[src/rtl/atsm_pkg.sv]
`timescale 1ns / 1ps

package atsm_pkg;

    localparam int ADAPTER_LEN = 19;
    localparam int LEN_W       = 5;
    localparam int CODE_W      = LEN_W + 1;
    localparam int CHAR_W      = 8;

    localparam logic [LEN_W-1:0] MIN_MATCH_RESET = 5'd8;

    // first character sits in the top byte
    localparam logic [CHAR_W*ADAPTER_LEN-1:0] ADAPTER0_SEQ = "CTGTCTCTTATACACATCT";
    localparam logic [CHAR_W*ADAPTER_LEN-1:0] ADAPTER1_SEQ = "AGATGTGTATAAGAGACAG";

    typedef logic [ADAPTER_LEN-1:0] vec_t;
    typedef logic [LEN_W-1:0]       len_t;

    typedef struct packed {
        logic valid;
        vec_t vec0;
        vec_t vec1;
    } tail_vecs_t;

    // bit j set where character j of the adapter equals c
    function automatic vec_t char_mask(input logic adapter, input logic [CHAR_W-1:0] c);
        logic [CHAR_W*ADAPTER_LEN-1:0] seq;
        vec_t                          m;
        seq = adapter ? ADAPTER1_SEQ : ADAPTER0_SEQ;
        m   = '0;
        for (int j = 0; j < ADAPTER_LEN; j++) begin
            m[j] = (seq[CHAR_W*(ADAPTER_LEN-1-j) +: CHAR_W] == c);
        end
        return m;
    endfunction

    // longest overlap of at least lo, or zero
    function automatic len_t longest_overlap(input vec_t vec, input len_t lo);
        len_t len;
        len = '0;
        for (int j = 0; j < ADAPTER_LEN; j++) begin
            if (vec[j] && ((j + 1) >= int'(lo))) begin
                len = LEN_W'(j + 1);
            end
        end
        return len;
    endfunction

endpackage

[src/rtl/atsm_match.sv]
`timescale 1ns / 1ps

module atsm_match (
    input  logic                        clk,
    input  logic                        rst_n,
    input  logic                        in_valid,
    output logic                        in_ready,
    input  logic [atsm_pkg::CHAR_W-1:0] base_char,
    input  logic                        last_base,
    input  logic                        s1_take,
    output atsm_pkg::tail_vecs_t        s1
);
    import atsm_pkg::*;

    vec_t vec0_reg, vec0_next;
    vec_t vec1_reg, vec1_next;
    logic s1_valid_reg, s1_valid_next;
    vec_t s1_vec0_reg, s1_vec1_reg;
    vec_t upd0, upd1;
    logic accept;

    assign in_ready = !s1_valid_reg || s1_take;
    assign accept   = in_valid && in_ready;

    always_comb
    begin
        upd0 = {vec0_reg[ADAPTER_LEN-2:0], 1'b1} & char_mask(1'b0, base_char);
        upd1 = {vec1_reg[ADAPTER_LEN-2:0], 1'b1} & char_mask(1'b1, base_char);
        vec0_next     = vec0_reg;
        vec1_next     = vec1_reg;
        s1_valid_next = s1_valid_reg && !s1_take;
        if (accept) begin
            if (last_base) begin
                // read ends: hand vectors on and start the next read clean
                vec0_next     = '0;
                vec1_next     = '0;
                s1_valid_next = 1'b1;
            end
            else begin
                vec0_next = upd0;
                vec1_next = upd1;
            end
        end
    end

    always_ff @(posedge clk or negedge rst_n)
    begin
        if (!rst_n) begin
            vec0_reg     <= '0;
            vec1_reg     <= '0;
            s1_valid_reg <= 1'b0;
        end
        else begin
            vec0_reg     <= vec0_next;
            vec1_reg     <= vec1_next;
            s1_valid_reg <= s1_valid_next;
        end
    end

    always_ff @(posedge clk)
    begin
        if (accept && last_base) begin
            s1_vec0_reg <= upd0;
            s1_vec1_reg <= upd1;
        end
    end

    assign s1.valid = s1_valid_reg;
    assign s1.vec0  = s1_vec0_reg;
    assign s1.vec1  = s1_vec1_reg;

endmodule

[src/rtl/atsm_select.sv]
`timescale 1ns / 1ps

module atsm_select (
    input  logic                        clk,
    input  logic                        rst_n,
    input  atsm_pkg::tail_vecs_t        s1,
    input  atsm_pkg::len_t              min_match,
    output logic                        s1_take,
    output logic                        out_valid,
    input  logic                        out_ready,
    output logic [atsm_pkg::LEN_W-1:0]  overlap_length,
    output logic                        which_adapter,
    output logic [atsm_pkg::CODE_W-1:0] tail_code
);
    import atsm_pkg::*;

    logic out_valid_reg;
    len_t ov_reg, ov_next;
    logic which_reg, which_next;
    len_t lo, len0, len1;

    assign s1_take = s1.valid && (!out_valid_reg || out_ready);

    always_comb
    begin
        lo   = (min_match == '0) ? LEN_W'(1) : min_match;
        len0 = longest_overlap(s1.vec0, lo);
        len1 = longest_overlap(s1.vec1, lo);
        // adapter 0 wins whenever it has any qualifying overlap
        if (len0 != '0) begin
            ov_next    = len0;
            which_next = 1'b0;
        end
        else begin
            ov_next    = len1;
            which_next = (len1 != '0);
        end
    end

    always_ff @(posedge clk or negedge rst_n)
    begin
        if (!rst_n) begin
            out_valid_reg <= 1'b0;
        end
        else if (s1_take) begin
            out_valid_reg <= 1'b1;
        end
        else if (out_ready) begin
            out_valid_reg <= 1'b0;
        end
    end

    always_ff @(posedge clk)
    begin
        if (s1_take) begin
            ov_reg    <= ov_next;
            which_reg <= which_next;
        end
    end

    assign out_valid      = out_valid_reg;
    assign overlap_length = ov_reg;
    assign which_adapter  = which_reg;
    assign tail_code      = {ov_reg, which_reg};

endmodule

[src/rtl/adapter_tail_suffix_match.sv]
`timescale 1ns / 1ps
// channel  | handshake            | payload
// -------- | -------------------- | ------------------------------------------
// input    | in_valid / in_ready  | base_char, last_base
// result   | out_valid / out_ready| overlap_length, which_adapter, tail_code
// config   | cfg_we               | cfg_wdata (min_match)
//
// one base per cycle while in_ready is high; the last base of a read passes the
// match stage, then the result register, before its result shows on out_valid.
// rst_n clears the match vectors, both stage valids and sets min_match to 8.
// a held result stalls input only when the stage before it is full too;
// non-last bases produce no result beat.

module adapter_tail_suffix_match (
    input  logic                        clk,
    input  logic                        rst_n,
    input  logic                        in_valid,
    output logic                        in_ready,
    input  logic [atsm_pkg::CHAR_W-1:0] base_char,
    input  logic                        last_base,
    output logic                        out_valid,
    input  logic                        out_ready,
    output logic [atsm_pkg::LEN_W-1:0]  overlap_length,
    output logic                        which_adapter,
    output logic [atsm_pkg::CODE_W-1:0] tail_code,
    input  logic                        cfg_we,
    input  logic [atsm_pkg::LEN_W-1:0]  cfg_wdata
);
    import atsm_pkg::*;

    len_t       min_match_reg;
    tail_vecs_t s1;
    logic       s1_take;

    always_ff @(posedge clk or negedge rst_n)
    begin
        if (!rst_n) begin
            min_match_reg <= MIN_MATCH_RESET;
        end
        else if (cfg_we) begin
            min_match_reg <= cfg_wdata;
        end
    end

    atsm_match u_match (
        .clk       (clk),
        .rst_n     (rst_n),
        .in_valid  (in_valid),
        .in_ready  (in_ready),
        .base_char (base_char),
        .last_base (last_base),
        .s1_take   (s1_take),
        .s1        (s1)
    );

    atsm_select u_select (
        .clk            (clk),
        .rst_n          (rst_n),
        .s1             (s1),
        .min_match      (min_match_reg),
        .s1_take        (s1_take),
        .out_valid      (out_valid),
        .out_ready      (out_ready),
        .overlap_length (overlap_length),
        .which_adapter  (which_adapter),
        .tail_code      (tail_code)
    );

endmodule

[config.mk]
export PLATFORM = sky130hd
export DESIGN_NAME = adapter_tail_suffix_match
export DESIGN_NICKNAME = d
export VERILOG_FILES = /design/src/rtl/atsm_pkg.sv /design/src/rtl/atsm_match.sv /design/src/rtl/atsm_select.sv /design/src/rtl/adapter_tail_suffix_match.sv
export SDC_FILE = /design/constraint.sdc
export NUM_CORES = 1
export LEC_CHECK = 0
export ABC_AREA = 1
export BUFFER_PORTS_ARGS = -buffer_cell sky130_fd_sc_hd__buf_2
export CAP_MARGIN = 20
export CELL_PAD_IN_SITES_DETAIL_PLACEMENT = 2
export CELL_PAD_IN_SITES_GLOBAL_PLACEMENT = 2
export CORE_ASPECT_RATIO = 0.9
export CORE_MARGIN = 1
export CORE_UTILIZATION = 37
export DETAILED_ROUTE_END_ITERATION = 7
export GPL_ROUTABILITY_DRIVEN = 0
export PLACE_DENSITY_LB_ADDON = 0.1
export SLEW_MARGIN = 20
export SYNTH_ARGS = -nofsm -noshare
export SYNTH_HDL_FRONTEND = slang
export SYNTH_SLANG_ARGS = --single-unit
[constraint.sdc]
create_clock -name clk -period 3.76 [get_ports clk]
set_clock_uncertainty 0.15 [all_clocks]
set_input_delay 0.188 -clock clk [delete_from_list [all_inputs] [get_ports clk]]
set_output_delay 0.188 -clock clk [all_outputs]
set_load 0.01 [all_outputs]
==> metrics.log <==
[metrics] vias in the first global route: 3497
[metrics] violations in the final reports: DRC
[metrics] endpoint of the lowest-slack register-to-register path: u_select.which_adapter$_SDFFCE_PP0P_
[metrics] depth of the worst register-to-register path: 20
[metrics] first-pass GRT wire length: 18500 um
[metrics] worst IR drop on VDD: 0.260 mV
[metrics] reported net switching power: 608 uW
[metrics] largest net degree at the start of global routing: 44
[metrics] PD cells: 487 nW/um2
[metrics] unrepaired setup endpoints after global routing: no
[metrics] cts bufs inserted: 9
[metrics] DR iter-0 viols: 146
[metrics] category of the worst setup path launch point: register
[metrics] Data required, critical path: 3.71 ns
[metrics] Hold Violations, Final: 0
[metrics] via-per-instance ratio: 5.12
[metrics] number of non-filler instances in the completed layout: 620
[metrics] clock period minus worst slack: 2.56 ns
[metrics] Die Y: 101 um
[metrics] class of the tightest hold or removal check: input port to register
[metrics] number of synthesized flops with an enable pin: 44
[metrics] Switching Fraction: 26.3%
[metrics] CTS root buffer: sky130_fd_sc_hd__clkbuf_16
[metrics] GRT Total Usage: 22.1%
[metrics] outcome: finished with violations
[metrics] number of cells produced by synthesis: 446
[metrics] average footprint of a synthesized cell: 9.03 um2
[metrics] count of antenna-violating nets left after detailed routing: 0
[metrics] CTS max path bufs: 2
[metrics] source-to-sink clock delay at the later pin of the worst-skew pair: 0.35 ns
[metrics] Port Buf Inserts: 32
[metrics] Crit Path Category: register to register
[metrics] fillers: 1152
[metrics] part of the Yosys area used for sequential elements: 59.5%
[metrics] aggregate negative setup slack: 0 ns
[metrics] FP Rows: 35
[metrics] first-pass iteration count of the detailed router: 7
[metrics] total die area: 11300 um2
[metrics] Post-Syn Area: 4030 um2
[metrics] relative contribution of sequential cells to total power: 45.5%
[metrics] type of destination of the critical path: register
[metrics] number of diodes added for antenna fixing: 0
[metrics] Max Clk Rate: 391 MHz
[metrics] clock edge transition at the registers on the reported setup and hold paths: 0.07 ns
[metrics] Hold Crit Start: cfg_we
[metrics] Synth Register Bits: 87
[metrics] number of placed I/O pins: 33
[metrics] design internal power: 1710 uW
[metrics] initial core utilization: 38.7%
[metrics] worst endpoint data arrival time: 2.51 ns
[metrics] area grow syn2layout: 18.0%
[metrics] DP Cell Count: 593
[metrics] slew at the pin with the worst max-slew slack: 0.924 ns
[metrics] Final HPWL DP: 8240 um
[metrics] routed wire length: 11700 um
[metrics] TritonCTS clock tree: built
[metrics] routed vias: 3177
[metrics] synth unique cells: 35
[metrics] Core Area: 10400 um2
[metrics] power share of the clock group: 43.2%
[metrics] Avg WL per Cell: 18.8 um
[metrics] worst reg2reg path startpoint: min_match_reg[4]$_DFFE_PN0P_
[metrics] setup violation total in the final timing report: 0
[metrics] hold worst-path end: min_match_reg[4]$_DFFE_PN0P_
[metrics] total gr overflow: 0
[metrics] dominant register cell in the synthesized netlist: sky130_fd_sc_hd__edfxtp_1
[metrics] share of the core filled with cells: 45.6%
[metrics] CP max FO: 7
[metrics] Synthesis Warnings: 0
[metrics] Gate power share: 11.3%
[metrics] Sink Count: 87
[metrics] number of nets in the synthesized netlist: 465
[metrics] cell depth of the worst hold path: 2
[metrics] number of max-slew violations in the final report: 0
[metrics] max-capacitance violation count: 0
[metrics] leakage power: 0.00206 uW
[metrics] CTS H-tree depth: 3
[metrics] layout cell share with drive strength beyond 1: 14.9%
[metrics] Final period util: 68.0%
[metrics] Total Nets Final: 505
[metrics] post-cts sizing count: 0
[metrics] DRC violations left: 7
[metrics] post-synthesis async set-or-reset flop share: 49.4%
[metrics] launch point of the worst path: min_match_reg[4]$_DFFE_PN0P_
[metrics] slack of the worst reg-to-reg path: 1.20 ns
[metrics] width of the die: 112 um
[metrics] antenna violations before repair: 0
[metrics] headroom to the max-slew limit: 38.4%
## layout make-up
cell class,count,area (um2),area share [%]
clock buffers,9,225,4.74
clock inverters,7,103,2.16
inverters,71,270,5.68
multi-input cells,273,1280,26.9
flip-flops and latches,87,2400,50.4
well taps,129,161,3.39
repair buffers,44,315,6.63
## layer usage
layer	vias to the layer above	GRT usage [%]	share of wire, %
li1	1512	-	-
met4	0	6.15	1.0
met3	9	4.15	2.4
met5	-	0	0
met2	42	39.3	50
met1	1614	27.8	46
## power groups by stage
stage               registers (uW)  logic (uW)  clock network [uW]
global route                  1060         293                1040
CTS                           1050         256                1020
global placement              1070         235                   0
detailed placement            1070         244                   0
floorplan                     1070         163                   0
finish                        1050         261                1000
## worst max path at each step
stage / endpoint / cells past startpoint
after detailed placement: u_select.which_adapter$_SDFFCE_PP0P_ / 20
after global placement: u_select.which_adapter$_SDFFCE_PP0P_ / 23
after CTS: u_select.which_adapter$_SDFFCE_PP0P_ / 23
after floorplan: u_match.s1_vec0_reg[0]$_DFFE_PP_ / 3
after global routing: u_select.which_adapter$_SDFFCE_PP0P_ / 22
final: u_select.which_adapter$_SDFFCE_PP0P_ / 20
## stage by stage
| stage | cell area, um2 | setup WS (ns) | power, uW | hold WS (ns) |
|---|---|---|---|---|
| 3_5_place_dp | 4280 | 1.25 | 1320 | 0.255 |
| 2_1_floorplan | 4030 | 0.842 | 1230 | -0.258 |
| 5_1_grt | 4750 | 0.914 | 2390 | 0.0323 |
| 6_report | 4750 | 1.20 | 2310 | 0.0119 |
| 3_3_place_gp | 4280 | 1.33 | 1300 | 0.252 |
| 4_1_cts | 4700 | 1.16 | 2320 | 0.0149 |
## placed cells by master (no fill, tap or decap), types with 4 or more instances in the layout
cell type and count:
sky130_fd_sc_hd__clkbuf_16 9, sky130_fd_sc_hd__nand4_1 8, sky130_fd_sc_hd__nand3_1 7, sky130_fd_sc_hd__nand2_1 123
sky130_fd_sc_hd__inv_1 66, sky130_fd_sc_hd__nor2_1 53, sky130_fd_sc_hd__dlygate4sd3_1 9, sky130_fd_sc_hd__o21ai_0 28
sky130_fd_sc_hd__o22ai_1 17, sky130_fd_sc_hd__edfxtp_1 44, sky130_fd_sc_hd__a21oi_1 5, sky130_fd_sc_hd__dfrtp_1 42
sky130_fd_sc_hd__nor4_1 4, sky130_fd_sc_hd__buf_2 31
## cells by family after synthesis
family	synth area share, %
DFF	59.5
AOI/OAI and AO/OA	9.60
and+or+nand+nor	21.7
buffers and inverters	8.85
muxes	0.279
## worst max-delay path: stages (launching register included)
cell and delay [ns]:
sky130_fd_sc_hd__dfrtp_1 0.47, sky130_fd_sc_hd__inv_4 0.15, sky130_fd_sc_hd__nand2_1 0.09, sky130_fd_sc_hd__nor2_2 0.15, sky130_fd_sc_hd__inv_2 0.07, sky130_fd_sc_hd__o21ai_1 0.22, sky130_fd_sc_hd__nand2_1 0.12, sky130_fd_sc_hd__nand2_1 0.09
sky130_fd_sc_hd__nand2_1 0.05, sky130_fd_sc_hd__nand2_1 0.07, sky130_fd_sc_hd__nand2_1 0.06, sky130_fd_sc_hd__nand2_1 0.06, sky130_fd_sc_hd__nand2_1 0.05, sky130_fd_sc_hd__nand2_1 0.05, sky130_fd_sc_hd__nand2_1 0.06, sky130_fd_sc_hd__nand2_1 0.06
sky130_fd_sc_hd__nand2_1 0.06, sky130_fd_sc_hd__nand2_1 0.06, sky130_fd_sc_hd__nand2_1 0.07, sky130_fd_sc_hd__nor2_1 0.11, sky130_fd_sc_hd__nor2_1 0.05
## cells in the mapped netlist (all sizes together), types with 4 or more instances
library cell | number | share of area [%]
a21oi | 7 | 1.1
buf | 7 | 1.4
clkbuf | 8 | 0.75
dfrtp | 42 | 26
edfxtp | 44 | 33
inv | 69 | 6.5
nand2 | 128 | 12
nand3 | 7 | 0.87
nand4 | 8 | 1.2
nor2 | 58 | 6.0
nor4 | 4 | 0.62
o21ai | 31 | 3.9
o22ai | 17 | 2.6
## what timing repair did
action                                  in CTS  in global routing
hold buffers                                 9                  0
buffers inserted                             0                  0
hold endpoints to repair                    48                  0
endpoints found under the setup margin       0                  0
(Power assumes the default switching activity.)
